File: src/design/assert_macros.svh
// Assertion helpers used by the top-level design file.
`ifndef ASSERT_MACROS_SVH
`define ASSERT_MACROS_SVH
`ifndef SYNTHESIS
`define BPP_ASSERT_NEVER(lbl, cond, msg) \
	lbl: assert property (@(posedge clk) disable iff (!arst_n) !(cond)) else $error(msg);
`define BPP_ASSERT_IMP(lbl, ante, cons, msg) \
	lbl: assert property (@(posedge clk) disable iff (!arst_n) (ante) |-> (cons)) \
		else $error(msg);
`define BPP_ASSERT_NXT(lbl, ante, cons, msg) \
	lbl: assert property (@(posedge clk) disable iff (!arst_n) (ante) |=> (cons)) \
		else $error(msg);
`else
`define BPP_ASSERT_NEVER(lbl, cond, msg)
`define BPP_ASSERT_IMP(lbl, ante, cons, msg)
`define BPP_ASSERT_NXT(lbl, ante, cons, msg)
`endif
`endif

File: src/design/bpp_pkg.sv
package bpp_pkg;
	localparam int COORD_BITS_DEF = 10;
	localparam int CTRL_PTS = 4;
	localparam int FRAC_BITS = 8;
	localparam int T_W = 16;
	localparam int T_FRAC = 15;
	localparam logic [T_W-1:0] T_ONE = 16'h8000;
	localparam int T_HALF = 16384;
	localparam int HALF_PIX = 128;
	localparam int QDEPTH = 8;
	localparam int QA_W = 3;
	localparam int QC_W = 4;
	localparam int FL_W = 3;
	// Offsets from a pixel corner never exceed one and a half pixels.
	localparam int AD_W = 9;
	localparam int SQ_W = 18;
	localparam int D_W = 19;
	localparam int N_W = 35;
	localparam int M_W = 20;
	localparam int ROOT_W = 10;
	localparam int REM_W = 13;
	localparam int R_W = 10;
	localparam logic [15:0] AA_SCALE = 16'd65025;
	localparam logic [7:0] WMAX = 8'd255;

	typedef enum logic [2:0] {
		REG_POINT_A   = 3'd0,
		REG_POINT_B   = 3'd1,
		REG_POINT_C   = 3'd2,
		REG_POINT_D   = 3'd3,
		REG_PLOT_MODE = 3'd4
	} reg_idx_t;

	typedef struct packed {
		logic            not_empty;
		logic [QC_W-1:0] count;
	} q_stat_t;
endpackage

File: src/design/bpp_queue.sv
module bpp_queue import bpp_pkg::*; #(
	parameter int DATA_W = 36
) (
	input  logic              clk,
	input  logic              arst_n,
	input  logic              push,
	input  logic [DATA_W-1:0] push_data,
	input  logic              pop,
	output logic [DATA_W-1:0] head,
	output q_stat_t           stat
);
	logic [DATA_W-1:0] mem_q [QDEPTH];
	logic [QA_W-1:0] wr_ptr_q, rd_ptr_q;
	logic [QC_W-1:0] count_q;

	always_ff @(posedge clk or negedge arst_n) begin
		if (!arst_n) begin
			wr_ptr_q <= '0;
			rd_ptr_q <= '0;
			count_q <= '0;
		end else begin
			if (push) begin
				wr_ptr_q <= wr_ptr_q + 1'b1;
			end
			if (pop) begin
				rd_ptr_q <= rd_ptr_q + 1'b1;
			end
			if (push && !pop) begin
				count_q <= count_q + 1'b1;
			end else if (pop && !push) begin
				count_q <= count_q - 1'b1;
			end
		end
	end

	always_ff @(posedge clk) begin
		if (push) begin
			mem_q[wr_ptr_q] <= push_data;
		end
	end

	assign head = mem_q[rd_ptr_q];
	assign stat.count = count_q;
	assign stat.not_empty = (count_q != '0);
endmodule

File: config.mk
export PLATFORM = sky130hd
export DESIGN_NAME = bpp_queue
export DESIGN_NICKNAME = d
export VERILOG_FILES = /design/src/design/assert_macros.svh /design/src/design/bpp_pkg.sv /design/src/design/bpp_queue.sv
export SDC_FILE = /design/constraint.sdc
export NUM_CORES = 1
export LEC_CHECK = 0
export BUFFER_PORTS_ARGS = -buffer_cell sky130_fd_sc_hd__buf_4
export CORE_ASPECT_RATIO = 0.5
export CORE_UTILIZATION = 59
export DETAILED_ROUTE_END_ITERATION = 16
export GPL_ROUTABILITY_DRIVEN = 0
export PLACE_DENSITY_LB_ADDON = 0.12
export SYNTH_ARGS = -nofsm -noshare
export SYNTH_HDL_FRONTEND = slang
export SYNTH_SLANG_ARGS = --single-unit
File: constraint.sdc
create_clock -name clk -period 4 [get_ports clk]
set_input_delay 0.8 -clock clk [delete_from_list [all_inputs] [get_ports clk]]
set_output_delay 0.8 -clock clk [all_outputs]
set_load 0.05 [all_outputs]
### Word-level counts from Yosys, hierarchy flattened

Memories as Yosys holds them, arrays and structs flattened.
Cells that the tools add are included.

| storage, ports and cells | value |
|---|---|
| register bits | 10 |
| bits in writable memories | 288 |
| input bits | 40 |
| output and inout bits | 41 |
| word-level logic and storage cells | 18 |
| memories | 1 |

Memory list:

| memory | depth | width | read ports | clocked after memory_dff | wr ports | RTL line | RTL |
|---|---|---|---|---|---|---|---|
| mem_q | 8 | 36 | 1 | 0 | 1 | bpp_queue.sv:12 | `logic [DATA_W-1:0] mem_q [QDEPTH];` |

| cells by class | value |
|---|---|
| add/sub/neg operators | 4 |
| muxes and demuxes | 4 |
| reduce and logical (&&, ||, !) cells | 6 |

Operators by type and width:

| operator | number |
|---|---|
| two-way mux 4 bit | 2 |
| adder 3 x 1 -> 3 bit, second input constant | 2 |
| adder 4 x 1 -> 4 bit, second input constant | 1 |
| nonzero test 4 bit | 1 |
| subtractor 4 x 1 -> 4 bit, second input constant | 1 |
| logical AND 1 bit | 2 |
| zero test 1 bit | 2 |
| two-way mux 1 bit | 2 |
| nonzero test 2 bit | 1 |

### Depth between registers and ports, before layout

Gate-level depths: netlist (run 1).

| logic depth | value |
|---|---|
| depth in word-level cells | 4 |
| mapped depth | 7 |
| gate-level depth less buffers | 7 |

### Worst setup path before layout (run 1)

No wires, ideal clock.

| timing path | value |
|---|---|
| kind | in2reg |
| start point | input port push |
| end point | memory mem_q[0][0] (enable) |
| library setup time | 474 ps |
| arrival | 3,369 ps |
| required time | 3,526 ps |
| path slack | 157 ps |
| cell stages on the path | 2 |
| path buffers | 0 |
| cells stage by stage | nand2b_1 nor3_1 |

| on the way | value |
|---|---|
| word-level cells in the longest chain between the ends | 2 |

RTL lines:

| what | RTL line | RTL |
|---|---|---|
| from (decl) | bpp_queue.sv:6 | `input logic push,` |
| two-way mux 1 bit | bpp_queue.sv:37 | `if (push) begin` |
| two-way mux 1 bit (not written as such) | bpp_queue.sv:38 | `mem_q[wr_ptr_q] <= push_data;` |
| to (decl) | bpp_queue.sv:12 |  |

Every way passes these cells.

### Worst setup path in the final report (run 1)

| timing path | value |
|---|---|
| start point | register rd_ptr_q[0] |
| end point | output port head[6] |

| on the way | value |
|---|---|
| word-level cells in the longest chain between the ends | 1 |

RTL lines:

| what | RTL line | RTL |
|---|---|---|
| from (decl) | bpp_queue.sv:13 | `logic [QA_W-1:0] wr_ptr_q, rd_ptr_q;` |
| from (signal assigned) | bpp_queue.sv:26 | `rd_ptr_q <= rd_ptr_q + 1'b1;` |
| memory read (8 x 36 bit) | -- |  |
| to (decl) | bpp_queue.sv:9 | `output logic [DATA_W-1:0] head,` |

Every way passes these cells.

==> impl_metrics.json, run 1 <==
{
  "cap_violations": 0,
  "crit_arrival_ns": 2.80,
  "final_area_sq_um": 13400,
  "ys_warn_count": 0,
  "port_buffers": 80,
  "power_density_nw_per_um2": 783,
  "track_usage": 0.205,
  "finalHoldViolCount": 0,
  "vdd_drop_max_v": 0.000506,
  "cts_tree": "built",
  "yosysTopAreaCell": "edfxtp_1",
  "finalSetupViolCount": 0,
  "worstPathCellList": "buf_4 > mux4_1 > mux2_2 > buf_4",
  "coreArea_sq_um": 18800,
  "cts_buffers": 26,
  "grt_pass1_wl_um": 30700,
  "ys_seq_area_frac": 0.765,
  "cts_resized": 0,
  "root_buffer": "clkbuf_16",
  "slew_violations": 0,
  "dr_total_vias": 5083,
  "synth.area.top_cells": "edfxtp_1 74%, mux4_1 13%, mux2_2 3.8%",
  "antenna_found_initial": 0,
  "fin_hold_ws_ns": 0.113,
  "grt_use_met1": 0.309,
  "worstSetupEndpointType": "primary output",
  "avgSynthCellArea_sq_um": 24.5,
  "worstSkewPairLatency_ns": 0.52,
  "synth_fp_nets": 521,
  "cp-start-kind": "register",
  "htree_levels": 1,
  "yosysUniqueCellTypes": 27,
  "drc": 0,
  "grtUsageMet3": 0.0347,
  "num_antenna_cells": 0,
  "die_h_um": 101,
  "drt_iter0_markers": 336,
  "ant_nets": 0,
  "syn_inst": 475,
  "worst_pin_slew_ns": 0.659,
  "crit_family": "multiplexers",
  "die_x_um": 201,
  "crit_required_ns": 3.20,
  "clk_path_buf_depth": 3,
  "holdBufCountCts": 0,
  "synth_top_flop_cell": "edfxtp_1",
  "layout.nets": 623,
  "cp_common_cell": "buf_4",
  "die-area_sq_um": 20300,
  "slowest_delay_ns": 0.85,
  "synth_edf_count": 288,
  "critPathBufInv": 2,
  "p_leak_uw": 0.00455,
  "maxSlewHeadroom": 0.561,
  "synth.most_common_cell": "edfxtp_1",
  "use_met2": 0.324,
  "ys_ff_latch": 298,
  "tns_ns": 0,
  "hp-class": "in2async",
  "path_class": "reg2out",
  "rsz0062_at_grt": "false",
  "fmax_mhz": 277,
  "grt_max_degree": 39,
  "boundaryPins": 81,
  "post_drt_wl_per_cell_um": 23.7,
  "wirelength_um": 20200,
  "clkTransAtPathRegs_ns": 0.06,
  "area_delta_synth_final_pct": 15.1,
  "post-route-period-util": 0.901,
  "grt-busiest-layer": "met2",
  "outcome": "completed",
  "layout-drive-gt1-share": 0.321,
  "dpl_cell_area_sq_um": 12600,
  "synth_area_sq_um": 11600,
  "cts_sinks": 298,
  "synth_commonest_cells": "288 x edfxtp_1, 57 x mux4_1, 39 x mux2_2, 15 x mux4_2, 10 x dfrtp_1",
  "finalClockSkew_ns": 0.0136,
  "path_max_fanout": 36,
  "start_util": 0.617,
  "overflow": 0,
  "rows": 35,
  "grt_pass1_vias": 5169,
  "synthArstFlopShare": 0.0336,
  "drt-pass1-iter-count": 4,
  "synth_top_cell_area_share": 0.744,
  "cp_slowest_cell": "dfrtp_4",
  "vias_per_cell": 5.95,
  "dp_hpwl_um": 10800,
  "filler_cell_count": 1107,
  "cts_setup_buffers": 0,
  "fin_crit_ns": 3.60
}
where the power goes:
part	internal (uW)	leakage [uW]	switching [uW]
Sequential	3930	0.00273	254
Clock	1300	0.000379	1020
Combinational	1570	0.00144	2410
routing by layer:
metal,wire length (um),part of all wire
met5,0,0
met4,274,0.014
met3,950,0.047
met1,9440,0.47
met2,9550,0.47
flip-flops by register name, summed over array words and instances (netlist names):
name and flops:
count_q 4, mem_q 288, rd_ptr_q 3, wr_ptr_q 3
layout make-up:
cell class | count | area, sq um | share of cell area
repair buffers | 95 | 738 | 0.0552
inverters | 2 | 7.51 | 0.000561
clock buffers | 35 | 706 | 0.0527
flip-flops and latches | 298 | 8900 | 0.665
multi-input cells | 154 | 2630 | 0.197
clock inverters | 11 | 71.3 | 0.00533
well taps | 259 | 324 | 0.0242
metrics by stage:
step,std cells,total power [uW],setup slack (ns),utilization
after floorplan,475,7150,0.157,-
after global placement,808,8200,0.965,0.670
after detailed placement,808,8270,0.910,0.670
after CTS,854,10600,0.369,0.711
after global routing,854,10900,0.311,0.711
final,854,10500,0.395,0.711
worst register-to-register path: stages (launching register included):
cell and delay (ns):
dfrtp_1 0.40, nand2b_1 0.31, nor2_4 0.43, buf_4 0.51
logic make-up (layout without fill, tap and decap cells):
kind of cell	count (synthesis)	in the layout	synth area share
muxes	112	112	0.197
buffers and inverters	23	143	0.0128
DFF	298	298	0.765
and+or+nand+nor	24	24	0.0101
adders and majority gates	6	6	0.00710
xor gates and xnor gates	6	6	0.00452
AOI/OAI and AO/OA	6	6	0.00355
placed cells by master, fill, tap and decap left out, types with 4 or more instances in the layout:
master     instances
edfxtp_1         288
clkbuf_1           8
mux4_1            57
ha_1               5
buf_4             93
clkinv_1           7
nand2_1            6
clkbuf_16         27
mux4_2            15
mux2_2            39
dfrtp_1            7
xnor2_1            4
nor2_4             6
final timing paths:
check                       startpoint  depth (start not counted)  slack [ns]          end
max                        rd_ptr_q[0]                          4        0.40      head[6]
min                             arst_n                          1        0.11   count_q[1]
max in group asynchronous       arst_n                          1        3.71  rd_ptr_q[0]
min reg2reg                rd_ptr_q[1]                          1        0.54  rd_ptr_q[1]
max reg2reg                wr_ptr_q[1]                          3        1.97  mem_q[4][8]
min in group clk                   pop                          2        0.50  rd_ptr_q[0]
Power figures use the tool's default switching activity.
==> run 2, diff against run 1 <==
Settings changed: PLACE_DENSITY set to 0.74, PLACE_DENSITY_LB_ADDON 0.12 to not set.
==> run 2 against run 1 <==
Effect of this change:
- total power grew 3.9%
- wire length grew 1.4%
- register-to-register slack lost 0.02 ns
- via count shrank 0.28%
- cell count grew 0.35%
- largest power group unchanged
==> impl_metrics.json, run 2 (same netlist as run 1, synthesis figures left out) <==
{
  "drc": 0,
  "cts_resized": 0,
  "grt_max_degree": 75,
  "drt-pass1-iter-count": 5,
  "layout.nets": 626,
  "top_regs": "mem_q x288, count_q x4",
  "dp_hpwl_um": 11200,
  "wl_met3_um": 947,
  "cts_sinks": 298,
  "die_h_um": 101,
  "slowest_delay_ns": 0.94,
  "overflow": 0,
  "worstSkewPairLatency_ns": 0.51,
  "grt_pass1_vias": 5222,
  "cp_common_cell": "buf_4",
  "cp_slowest_cell": "dfrtp_4",
  "vdd_drop_max_v": 0.000521,
  "finalSetupViolCount": 0,
  "clkTransAtPathRegs_ns": 0.07,
  "cts_setup_buffers": 0,
  "final_area_sq_um": 13600,
  "ant_nets": 0,
  "fin_crit_ns": 3.70,
  "crit_required_ns": 3.20,
  "rsz0062_at_grt": "false",
  "cp-start-kind": "register",
  "worstReg2RegStart": "wr_ptr_q[2]",
  "post_drt_wl_per_cell_um": 23.9,
  "root_buffer": "clkbuf_16",
  "r2r_end": "mem_q[3][2]",
  "pwr-share-seq": 0.386,
  "htree_levels": 1,
  "layout-drive-gt1-share": 0.339,
  "worstSetupEndpointType": "primary output",
  "fmax_mhz": 270,
  "r2r_slack_ns": 1.95,
  "cap_violations": 0,
  "regMostFlops": "mem_q",
  "drt_iter0_markers": 323,
  "boundaryPins": 81,
  "hp-class": "in2async",
  "finalClockSkew_ns": 0.00737,
  "area_delta_synth_final_pct": 16.7,
  "power_density_nw_per_um2": 803,
  "num_antenna_cells": 0,
  "rr_worst_depth": 3,
  "internal-power_uw": 7180,
  "outcome": "completed",
  "p_comb_frac": 0.365,
  "drt-met1-wl_um": 9220,
  "cts_tree": "built",
  "rows": 35,
  "slew_violations": 0,
  "layout_commonest_cell": "edfxtp_1",
  "grt_pass1_wl_um": 31300,
  "largest_reg_flops": 288,
  "p_leak_uw": 0.00463,
  "finalHoldViolCount": 0,
  "track_usage": 0.211,
  "final_cell_mix": "288 x edfxtp_1, 97 x buf_4, 57 x mux4_1",
  "port_buffers": 80,
  "holdBufCountCts": 0,
  "maxSlewHeadroom": 0.429,
  "worstPathCellList": "buf_4 > mux4_1 > mux2_2 > buf_4",
  "dpl_cell_area_sq_um": 12600,
  "wirelength_um": 20500,
  "start_util": 0.617,
  "top_layer_used": "met4",
  "fin_hold_ws_ns": 0.110,
  "antenna_found_initial": 0,
  "cts_buffers": 25,
  "crit_arrival_ns": 2.90,
  "path_max_fanout": 41,
  "clk_path_buf_depth": 3,
  "dr_total_vias": 5069,
  "path_class": "reg2out",
  "wl_met2_um": 10000,
  "worst_pin_slew_ns": 0.854,
  "p_clk_frac": 0.249,
  "swShare": 0.341,
  "tns_ns": 0,
  "vias_per_cell": 5.91,
  "die-area_sq_um": 20300,
  "p_sw_uw": 3710,
  "post-route-period-util": 0.925,
  "coreArea_sq_um": 18800,
  "die_x_um": 201
}
[run 2: changes by cell type in the layout (fill, tap and decap cells not counted), sizes merged]
cell,previous run,this run
clkbuf,35,28
bufinv,1,8
clkinv,10,6
buf,95,99
clkinvlp,0,3
[run 2: worst max path at each step]
stage | end | from | slack, ns | cells after the start
floorplan | mem_q[0][0] | push | 0.16 | 2
global placement | head[4] | rd_ptr_q[0] | 0.87 | 4
detailed placement | head[3] | rd_ptr_q[0] | 0.82 | 4
CTS | head[3] | rd_ptr_q[0] | 0.27 | 4
global route | head[3] | rd_ptr_q[0] | 0.18 | 4
finish | head[3] | rd_ptr_q[0] | 0.30 | 4
[run 2: worst max-delay path: cells and delay by family, from the launching register on]
kind,cells,cell delay [ns]
flip-flops,1,0.94
multiplexers,2,0.87
buffers and inverters,2,0.54
[run 2: power groups by stage]
stage / sequential (uW) / combinational, uW / clock (uW)
after global placement: 4250 / 3980 / 0
after CTS: 4220 / 4030 / 2760
final: 4210 / 3970 / 2720
after global routing: 4250 / 4170 / 2890
after detailed placement: 4280 / 4010 / 0
after floorplan: 4180 / 2980 / 0
[run 2: metrics by stage]
stage                     std cells  worst slack [ns]  utilization  total power (uW)
after floorplan                 475             0.157            -              7150
after global placement          812             0.870        0.671              8230
after detailed placement        812             0.817        0.671              8290
after CTS                       857             0.266        0.720             11000
after global routing            857             0.183        0.720             11300
final                           857             0.301        0.720             10900
[run 2: metal layers]
metal | global-route usage | up-vias
met1 | 0.311 | 2642
met5 | 0 | -
met3 | 0.0302 | 22
met2 | 0.350 | 130
li1 | - | 2275
met4 | 0.0435 | 0
[run 2: cell type report]
class	count	area (sq um)
Tap cell	259	324
Clock inverter	17	289
Sequential cell	298	8900
Multi-Input combinational cell	154	2630
Fill cell	1104	5270
Clock buffer	28	637
Inverter	2	7.51
Timing Repair Buffer	99	768
