**src/design/assert_macros.svh**
```systemverilog
// Assertion helpers used by the top-level design file.
`ifndef ASSERT_MACROS_SVH
`define ASSERT_MACROS_SVH
`ifndef SYNTHESIS
`define BPP_ASSERT_NEVER(lbl, cond, msg) \
	lbl: assert property (@(posedge clk) disable iff (!arst_n) !(cond)) else $error(msg);
`define BPP_ASSERT_IMP(lbl, ante, cons, msg) \
	lbl: assert property (@(posedge clk) disable iff (!arst_n) (ante) |-> (cons)) \
		else $error(msg);
`define BPP_ASSERT_NXT(lbl, ante, cons, msg) \
	lbl: assert property (@(posedge clk) disable iff (!arst_n) (ante) |=> (cons)) \
		else $error(msg);
`else
`define BPP_ASSERT_NEVER(lbl, cond, msg)
`define BPP_ASSERT_IMP(lbl, ante, cons, msg)
`define BPP_ASSERT_NXT(lbl, ante, cons, msg)
`endif
`endif

```
**src/design/bpp_pkg.sv**
```systemverilog
package bpp_pkg;
	localparam int COORD_BITS_DEF = 10;
	localparam int CTRL_PTS = 4;
	localparam int FRAC_BITS = 8;
	localparam int T_W = 16;
	localparam int T_FRAC = 15;
	localparam logic [T_W-1:0] T_ONE = 16'h8000;
	localparam int T_HALF = 16384;
	localparam int HALF_PIX = 128;
	localparam int QDEPTH = 8;
	localparam int QA_W = 3;
	localparam int QC_W = 4;
	localparam int FL_W = 3;
	// Offsets from a pixel corner never exceed one and a half pixels.
	localparam int AD_W = 9;
	localparam int SQ_W = 18;
	localparam int D_W = 19;
	localparam int N_W = 35;
	localparam int M_W = 20;
	localparam int ROOT_W = 10;
	localparam int REM_W = 13;
	localparam int R_W = 10;
	localparam logic [15:0] AA_SCALE = 16'd65025;
	localparam logic [7:0] WMAX = 8'd255;

	typedef enum logic [2:0] {
		REG_POINT_A   = 3'd0,
		REG_POINT_B   = 3'd1,
		REG_POINT_C   = 3'd2,
		REG_POINT_D   = 3'd3,
		REG_PLOT_MODE = 3'd4
	} reg_idx_t;

	typedef struct packed {
		logic            not_empty;
		logic [QC_W-1:0] count;
	} q_stat_t;
endpackage

```
**src/design/bpp_back.sv**
```systemverilog
module bpp_back import bpp_pkg::*; #(
	parameter int COORD_BITS = COORD_BITS_DEF
) (
	input  logic                                clk,
	input  logic                                arst_n,
	input  logic [1:0]                          mode,
	input  q_stat_t                             q_stat,
	input  logic [2*(COORD_BITS+FRAC_BITS)-1:0] q_data,
	output logic                                pop,
	output logic                                strobe,
	output logic signed [COORD_BITS:0]          pixel_x,
	output logic signed [COORD_BITS:0]          pixel_y,
	output logic                                channel,
	output logic [7:0]                          weight,
	output logic                                last
);
	localparam int P_W = COORD_BITS + FRAC_BITS;
	localparam int X_W = COORD_BITS + 1;
	localparam int DF_W = COORD_BITS + 10;
	localparam int PAY_W = 2 * X_W + 3;

	logic hold_q;
	logic [1:0] idx_q;
	logic [1:0][P_W-1:0] pos_q;
	logic aa, last_issue;

	assign aa = mode[1];
	assign last_issue = hold_q && (!aa || idx_q == 2'd3);
	assign pop = q_stat.not_empty && (!hold_q || last_issue);

	always_ff @(posedge clk or negedge arst_n) begin
		if (!arst_n) begin
			hold_q <= 1'b0;
			idx_q <= '0;
		end else if (pop) begin
			hold_q <= 1'b1;
			idx_q <= '0;
		end else if (last_issue) begin
			hold_q <= 1'b0;
		end else if (hold_q) begin
			idx_q <= idx_q + 1'b1;
		end
	end

	always_ff @(posedge clk) begin
		if (pop) begin
			pos_q <= q_data;
		end
	end

	// Pixel choice and offset from the exact curve point, per axis.
	logic [1:0][X_W-1:0] q_pix;
	logic [1:0][AD_W-1:0] q_abs;

	always_comb begin
		logic [P_W:0] rnd;
		logic signed [X_W-1:0] base;
		logic signed [DF_W-1:0] diff;
		rnd = '0;
		base = '0;
		diff = '0;
		for (int ax = 0; ax < 2; ax++) begin
			rnd = {1'b0, pos_q[ax]} + (P_W+1)'(HALF_PIX);
			if (aa) begin
				base = $signed(rnd[P_W:FRAC_BITS]) - $signed(X_W'(idx_q[ax]));
			end else begin
				base = $signed({1'b0, pos_q[ax][P_W-1:FRAC_BITS]});
			end
			q_pix[ax] = base;
			diff = $signed({base, {FRAC_BITS{1'b0}}}) - $signed({2'b00, pos_q[ax]});
			q_abs[ax] = diff[DF_W-1] ? AD_W'(-diff) : diff[AD_W-1:0];
		end
	end

	logic v_s1, v_s2, v_s3, v_s4;
	logic [PAY_W-1:0] pay_s1, pay_s2, pay_s3, pay_s4;
	logic [1:0][AD_W-1:0] abs_s1;
	logic [1:0][SQ_W-1:0] sq_s2;
	logic [D_W-1:0] d_s3;
	logic [M_W-1:0] m_s4;
	logic [N_W-1:0] n_prod;

	assign n_prod = N_W'(d_s3) * N_W'(AA_SCALE);

	always_ff @(posedge clk or negedge arst_n) begin
		if (!arst_n) begin
			v_s1 <= 1'b0;
			v_s2 <= 1'b0;
			v_s3 <= 1'b0;
			v_s4 <= 1'b0;
		end else begin
			v_s1 <= hold_q;
			v_s2 <= v_s1;
			v_s3 <= v_s2;
			v_s4 <= v_s3;
		end
	end

	always_ff @(posedge clk) begin
		pay_s1 <= {q_pix[0], q_pix[1], (aa | mode[0]), (!aa || idx_q == 2'd3), !aa};
		abs_s1 <= q_abs;
		pay_s2 <= pay_s1;
		for (int ax = 0; ax < 2; ax++) begin
			sq_s2[ax] <= SQ_W'(abs_s1[ax]) * SQ_W'(abs_s1[ax]);
		end
		pay_s3 <= pay_s2;
		d_s3 <= D_W'(sq_s2[0]) + D_W'(sq_s2[1]);
		pay_s4 <= pay_s3;
		m_s4 <= n_prod[N_W-1:T_FRAC];
	end

	// Integer square root, one result bit per stage.
	logic sq_v_q [ROOT_W];
	logic [PAY_W-1:0] sq_pay_q [ROOT_W];
	logic [REM_W-1:0] sq_rem_q [ROOT_W];
	logic [ROOT_W-1:0] sq_root_q [ROOT_W];
	logic [M_W-1:0] sq_m_q [ROOT_W];
	logic [REM_W-1:0] rem_d [ROOT_W];
	logic [ROOT_W-1:0] root_d [ROOT_W];

	always_comb begin
		logic [REM_W-1:0] rin;
		logic [ROOT_W-1:0] oin;
		logic [M_W-1:0] min_v;
		logic [REM_W-1:0] rsh;
		logic [REM_W-1:0] trial;
		for (int j = 0; j < ROOT_W; j++) begin
			rin = (j == 0) ? '0 : sq_rem_q[(j == 0) ? 0 : j-1];
			oin = (j == 0) ? '0 : sq_root_q[(j == 0) ? 0 : j-1];
			min_v = (j == 0) ? m_s4 : sq_m_q[(j == 0) ? 0 : j-1];
			rsh = {rin[REM_W-3:0], min_v[M_W-1 -: 2]};
			trial = {1'b0, oin, 2'b01};
			if (rsh >= trial) begin
				rem_d[j] = rsh - trial;
				root_d[j] = {oin[ROOT_W-2:0], 1'b1};
			end else begin
				rem_d[j] = rsh;
				root_d[j] = {oin[ROOT_W-2:0], 1'b0};
			end
		end
	end

	always_ff @(posedge clk or negedge arst_n) begin
		if (!arst_n) begin
			for (int j = 0; j < ROOT_W; j++) begin
				sq_v_q[j] <= 1'b0;
			end
		end else begin
			sq_v_q[0] <= v_s4;
			for (int j = 1; j < ROOT_W; j++) begin
				sq_v_q[j] <= sq_v_q[j-1];
			end
		end
	end

	always_ff @(posedge clk) begin
		sq_pay_q[0] <= pay_s4;
		sq_m_q[0] <= m_s4 << 2;
		for (int j = 1; j < ROOT_W; j++) begin
			sq_pay_q[j] <= sq_pay_q[j-1];
			sq_m_q[j] <= sq_m_q[j-1] << 2;
		end
		for (int j = 0; j < ROOT_W; j++) begin
			sq_rem_q[j] <= rem_d[j];
			sq_root_q[j] <= root_d[j];
		end
	end

	// Nearest integer radius is half the root rounded up; weight falls off from full.
	logic [R_W-1:0] rad;
	logic [7:0] w_d;
	logic [PAY_W-1:0] pay_f;
	logic strobe_q, channel_q, last_q;
	logic [X_W-1:0] px_q, py_q;
	logic [7:0] weight_q;

	assign pay_f = sq_pay_q[ROOT_W-1];
	assign rad = R_W'(({1'b0, sq_root_q[ROOT_W-1]} + 1'b1) >> 1);

	always_comb begin
		if (pay_f[0]) begin
			w_d = WMAX;
		end else if (rad >= R_W'(WMAX)) begin
			w_d = '0;
		end else begin
			w_d = WMAX - rad[7:0];
		end
	end

	always_ff @(posedge clk or negedge arst_n) begin
		if (!arst_n) begin
			strobe_q <= 1'b0;
		end else begin
			strobe_q <= sq_v_q[ROOT_W-1];
		end
	end

	always_ff @(posedge clk) begin
		px_q <= pay_f[PAY_W-1 -: X_W];
		py_q <= pay_f[X_W+2 -: X_W];
		channel_q <= pay_f[2];
		last_q <= pay_f[1];
		weight_q <= w_d;
	end

	assign strobe = strobe_q;
	assign pixel_x = $signed(px_q);
	assign pixel_y = $signed(py_q);
	assign channel = channel_q;
	assign last = last_q;
	assign weight = weight_q;
endmodule

```
**config.mk**
```make
export PLATFORM = sky130hd
export DESIGN_NAME = bpp_back
export DESIGN_NICKNAME = d
export VERILOG_FILES = /design/src/design/assert_macros.svh /design/src/design/bpp_pkg.sv /design/src/design/bpp_back.sv
export SDC_FILE = /design/constraint.sdc
export NUM_CORES = 1
export LEC_CHECK = 0
export ABC_AREA = 1
export BUFFER_PORTS_ARGS = -buffer_cell sky130_fd_sc_hd__clkbuf_2
export CORE_ASPECT_RATIO = 0.9
export CORE_MARGIN = 2
export CORE_UTILIZATION = 35
export CTS_CLUSTER_DIAMETER = 50
export DETAILED_ROUTE_END_ITERATION = 6
export PLACE_DENSITY_LB_ADDON = 0.12
export SLEW_MARGIN = 10
export SYNTH_ARGS = -nofsm -noshare
export SYNTH_HDL_FRONTEND = slang
export SYNTH_SLANG_ARGS = --single-unit
```
**constraint.sdc**
```tcl
create_clock -name clk -period 5.25 [get_ports clk]
set_clock_uncertainty 0.15 [all_clocks]
set_input_delay 0.2625 -clock clk [delete_from_list [all_inputs] [get_ports clk]]
set_output_delay 0.2625 -clock clk [all_outputs]
set_load 0.005 [all_outputs]
```
==> After elaboration in Yosys (flattened, before gate mapping) <==
Memory sizes are Yosys's and may differ from the RTL's.
Index checks and enable logic that the tools add are counted.
{ "word_totals": {"ff_bits": 279, "ramBits": 660, "input_bits": 45, "out_inout_bits": 34, "n_memories": 4} }
{ "mem_list": {"columns": ["memory", "words", "width", "rd", "rd_clocked_by_memory_dff", "write_ports", "line_no", "rtl"], "rows": [
  ["sq_pay_q", 10, 25, 10, 0, 10, "bpp_back.sv:114", "logic [PAY_W-1:0] sq_pay_q [ROOT_W];"],
  ["sq_m_q", 10, 18, 9, 0, 10, "bpp_back.sv:117", "logic [M_W-1:0] sq_m_q [ROOT_W];"],
  ["sq_rem_q", 10, 13, 9, 0, 10, "bpp_back.sv:115", "logic [REM_W-1:0] sq_rem_q [ROOT_W];"],
  ["sq_root_q", 10, 10, 10, 0, 10, "bpp_back.sv:116", "logic [ROOT_W-1:0] sq_root_q [ROOT_W];"]
]} }
{ "classes": {"add_sub_neg": 22, "multipliers": 3, "order_cmp": 11, "n_eq_ne": 2, "n_mux": 30, "bitwise": 1, "reduce_logical": 9} }
{ "op_table": {"columns": ["op", "n"], "rows": [
  ["2-to-1 mux 13 bit", 10],
  [">= comparator 13 x 12 -> 1 bit", 9],
  ["subtractor 13 x 12 -> 13 bit", 9],
  ["subtractor 19 x 19 -> 20 bit", 2],
  ["adder 18 x 8 -> 19 bit (second input constant)", 2],
  ["multiplier 9 x 9 -> 18 bit", 2],
  ["multiplier 19 x 16 -> 35 bit (second input constant)", 1],
  ["2-to-1 mux 11 bit", 2],
  ["subtractor 11 x 2 -> 11 bit", 2],
  ["adder 18 x 18 -> 19 bit", 1],
  ["2-to-1 mux 9 bit", 2],
  ["negation 9 bit", 2],
  ["2-to-1 mux 1 bit", 12],
  ["adder 10 x 1 -> 11 bit (second input constant)", 1],
  [">= comparator 10 x 8 -> 1 bit (second input constant)", 1],
  ["2-to-1 mux 8 bit", 1],
  ["subtractor 8 bit (first input constant)", 1],
  ["2-to-1 mux 2 bit", 3],
  ["nonzero test 2 bit", 2],
  ["subtractor 2 x 1 -> 3 bit (second input constant)", 1],
  ["adder 2 x 1 -> 2 bit (second input constant)", 1],
  ["equality test 2 bit (second input constant)", 1],
  [">= comparator 2 x 1 -> 1 bit (second input constant)", 1],
  ["logical AND 1 bit", 2],
  ["other kinds (5)", 7]
]} }

==> Longest topological paths before layout <==
{ "depth": {"ltp_word": 7, "mapped_depth": 24, "mapped_depth_nobuf": 24} }

==> Worst setup path before layout <==
Ideal clock, no wire load.
{ "synth_path": {"path_type": "flip-flop to flip-flop", "start": "register d_s3[3]", "end": "register m_s4[18]", "arrival_ns": 4.684, "t_required_ns": 5.028, "slack_ns": 0.344, "path_stages_with_launch": 19, "n_path_buf": 0, "period_less_slack_ns": 4.906, "cell_sequence": "dfxtp_1 -> inv_1 -> fa_1 -> inv_1 -> fa_1 -> fa_1 -> fa_1 -> fa_1 -> ha_1 -> ha_1 -> nand2_1 -> o21ai_0 -> nand2_1 -> o211ai_1 -> nor2_1 -> o21bai_1 -> nand3_1 -> nand2_1 -> xor2_1"} }
{ "synth_via": {"elab_chain_len": 1} }
{ "synth_lines": {"columns": ["item", "line_no", "rtl"], "rows": [
  ["start: declaration", "bpp_back.sv:79", "logic [D_W-1:0] d_s3;"],
  ["start signal: assignment", "bpp_back.sv:107", "d_s3 <= D_W'(sq_s2[0]) + D_W'(sq_s2[1]);"],
  ["multiplier 19 x 16 -> 35 bit", "bpp_back.sv:83", "assign n_prod = N_W'(d_s3) * N_W'(AA_SCALE);"],
  ["via n_prod[33]", "bpp_back.sv:81", "logic [N_W-1:0] n_prod;"],
  ["end signal: assignment", "bpp_back.sv:109", "m_s4 <= n_prod[N_W-1:T_FRAC];"],
  ["end: declaration", "bpp_back.sv:80", "logic [M_W-1:0] m_s4;"]
]} }
The timed path passes the listed nets, and every way through them passes these cells.
A chain may end at the register's enable or synchronous reset.

==> Worst setup path in the final report <==
{ "layout_path": {"start": "register d_s3[6]", "end": "register m_s4[18]"} }
The elaborated chain is that of the path after synthesis.

==> results.sh <==
export IMPL_number_of_fill_cells=8270
export IMPL_status="complete, no violations"
export IMPL_worst_endpoint_required_ps=5630
export IMPL_wl_met3_mm=1.91
export IMPL_setup_viol_count_final=0
export IMPL_finalWeightedCongestion=0.802
export IMPL_routedLengthMet1_mm=25.4
export IMPL_dp_final_hpwl_mm=41.1
export IMPL_routed_via_count=18300
export IMPL_ys_top_cells_by_area="sky130_fd_sc_hd__dfxtp_1, sky130_fd_sc_hd__ha_1, sky130_fd_sc_hd__fa_1, sky130_fd_sc_hd__inv_1, sky130_fd_sc_hd__nand2_1"
export IMPL_design_die_area_um2=89200
export IMPL_synth_top_flop_cell="sky130_fd_sc_hd__dfxtp_1"
export IMPL_yosysUniqueCellTypes=58
export IMPL_synth_fp_nets=3366
export IMPL_initial_antenna_violation_count=0
export IMPL_final_report_hold_violation_count=0
export IMPL_cell_area_after_synthesis_um2=30400
export IMPL_end_kind="register"
export IMPL_synth_edf_count=36
export IMPL_area_occupied_by_registers_um2=15700
export IMPL_cts_htree_levels=3
export IMPL_routedWlPerCell_um=12.4
export IMPL_global_router_s_overall_resource_usage=0.124
export IMPL_ctsRootBufferMaster="sky130_fd_sc_hd__clkbuf_16"
export IMPL_drtIter0Drc=771
export IMPL_worst_pin_slew_ps=946
export IMPL_io_buffer_count=74
export IMPL_route_antenna_remaining_nets=0
export IMPL_drc=0
export IMPL_detail_route_wirelength_mm=53.4
export IMPL_synth_largest_type_area_fraction=0.467
export IMPL_final_period_minus_worst_setup_slack_ps=5050
export IMPL_netlist_top_cell_by_area="sky130_fd_sc_hd__dfxtp_1"
export IMPL_cts_sinks=762
export IMPL_grt_overflow_total=0
export IMPL_ys_warnings_count=0
export IMPL_synthArstFlopShare=0.0236
export IMPL_worstSetupPathType="reg -> reg"
export IMPL_setup_repair_after_global_routing_missed_its_margin="yes"
export IMPL_drv_cap=0
export IMPL_grt_max_degree=30
export IMPL_worst_ep_arrival_time_ps=5430
export IMPL_area_delta_synth_final_pct=18.1
export IMPL_placement_rows=102
export IMPL_maxSlewHeadroom=0.367
export IMPL_die_x_um=315
export IMPL_starting_density=0.353
export IMPL_highest_signal_layer="met4"
export IMPL_setup_tns_ps=0
export IMPL_met2RoutedLength_mm=24.7
export IMPL_cts_buffers_inserted=86
export IMPL_minimum_setup_slack_among_reg_to_reg_paths_ps=200
export IMPL_core_area_um2=86000
export IMPL_io_pin_count=79
export IMPL_grt_pass1_wl_mm=91.7
export IMPL_grt_pass1_vias=19300
export IMPL_length_of_the_first_detailed_routing_pass_in_iterations=4
export IMPL_maxSlewViolCount=0
export IMPL_fin_crit_sh=0.961
export IMPL_clockBufferDepth=3
export IMPL_tritoncts="done"
export IMPL_dieHeight_um=283
export IMPL_fmaxAchievable_ghz=0.198
export IMPL_clkLatencyLatePin_ps=640
export IMPL_final_net_count=3564
export IMPL_multi_input_area_um2=12700
export IMPL_setup_worst_path_start_class="register"
export IMPL_via_per_instance_ratio=4.24
export IMPL_synth_yosys_seq_area_share=0.517
export IMPL_hold_path_class="reg -> reg"
export IMPL_path_clk_slew_ps=60
export IMPL_post_route_cells_drive_above_1_share=0.101
export IMPL_gate_count_post_synth=2905
export IMPL_mostFrequentLayoutCell="sky130_fd_sc_hd__dfxtp_1"
export IMPL_ys_seq_elements=762
export IMPL_synth_avg_cell_area_um2=10.5
export IMPL_timing_critical_path_fanout_max=4
export IMPL_layout_cells_most_common_list="sky130_fd_sc_hd__dfxtp_1, sky130_fd_sc_hd__inv_1, sky130_fd_sc_hd__nand2_1"
[layout make-up]
cell class,instances,area share
multi-input combinational,1599,0.354
clock buffer,105,0.0671
clock inverter,56,0.0192
sequential,762,0.438
timing repair buffer,144,0.0279
antenna,1,0.0000697
tap,1144,0.0399
inverter,510,0.0534
[synth_stat cells (all sizes together), types with 9 or more instances]
cell type / count
dfrtp: 18
ha: 273
nand3: 81
edfxtp: 36
nand4: 18
fa: 143
o21ai: 132
clkbuf: 31
inv: 509
nor2: 118
nand2: 400
a21oi: 124
or2: 11
xor2: 134
a21o: 9
dfxtp: 708
nor3: 32
xnor2: 56
[layer usage]
| layer | global-route usage | vias up |
|---|---|---|
| li1 | - | 9547 |
| met4 | 0.0436 | 0 |
| met5 | 0 | - |
| met3 | 0.0244 | 96 |
| met2 | 0.205 | 229 |
| met1 | 0.160 | 8444 |
[path summary, 6_finish.rpt]
check | from | endpoint | depth (start not counted)
worst min-delay path | sq_pay_q[1][7] | sq_pay_q[2][7] | 0
max in group asynchronous | arst_n | v_s1 | 3
worst max register to register | d_s3[6] | m_s4[18] | 19
min in group asynchronous | arst_n | sq_v_q[1] | 3
worst max-delay path | d_s3[6] | m_s4[18] | 19
worst min register to register | sq_pay_q[1][7] | sq_pay_q[2][7] | 0
[critical path: stages (launching register included)]
cell	delay [ps]
sky130_fd_sc_hd__dfxtp_4	360
sky130_fd_sc_hd__fa_1	530
sky130_fd_sc_hd__inv_1	70
sky130_fd_sc_hd__fa_1	500
sky130_fd_sc_hd__fa_1	540
sky130_fd_sc_hd__inv_1	50
sky130_fd_sc_hd__fa_1	580
sky130_fd_sc_hd__fa_1	430
sky130_fd_sc_hd__ha_1	340
sky130_fd_sc_hd__ha_4	290
sky130_fd_sc_hd__nand2_1	60
sky130_fd_sc_hd__nor2_1	140
sky130_fd_sc_hd__nand4_1	110
sky130_fd_sc_hd__a21oi_2	160
sky130_fd_sc_hd__nor2_2	60
sky130_fd_sc_hd__o21bai_1	120
sky130_fd_sc_hd__buf_4	140
sky130_fd_sc_hd__nand3_1	70
sky130_fd_sc_hd__nand2_1	90
sky130_fd_sc_hd__xor2_1	140
[kinds of logic (layout without fill, tap and decap cells)]
group	count (synthesis)	after routing	synth area share
AOI/OAI and AO/OA	310	310	0.0558
other	1	2	0.000123
and+or+nand+nor	680	680	0.0969
DFF	762	762	0.517
buffers and inverters	544	815	0.0674
adders and majority gates	416	416	0.207
xor gates and xnor gates	190	190	0.0553
muxes	2	2	0.000741
[through the flow]
stage	area [um^2]	instances	utilization	hold WS (ps)	setup WS (ps)
final	35900	4321	0.417	138	202
after global routing	35900	4320	0.417	160	-13.7
after CTS	35800	4319	0.416	134	14.4
after detailed placement	32200	4116	0.375	84.1	44.9
after global placement	32200	4116	0.375	71.0	31.1
after floorplan	30400	2905	-	-183	344
[repair_timing]
| action | in CTS | in global routing |
|---|---|---|
| resized for setup | 1 | 27 |
| pin swaps | 0 | 7 |
| hold buffers | 42 | 0 |
| setup endpoints to repair | 1 | 12 |
| hold endpoints to repair | 61 | 0 |
| buffers inserted | 0 | 1 |
[registers in the layout, summed over array words and instances (netlist names), 34 cells and up]
name / flops
sq_m_q: 90
sq_s2: 34
sq_rem_q: 90
sq_root_q: 55
pos_q: 36
sq_pay_q: 250
Power is left out: the tool's default activity adds up to more than one toggle a clock period on the data nets, which glitch-free logic cannot reach.
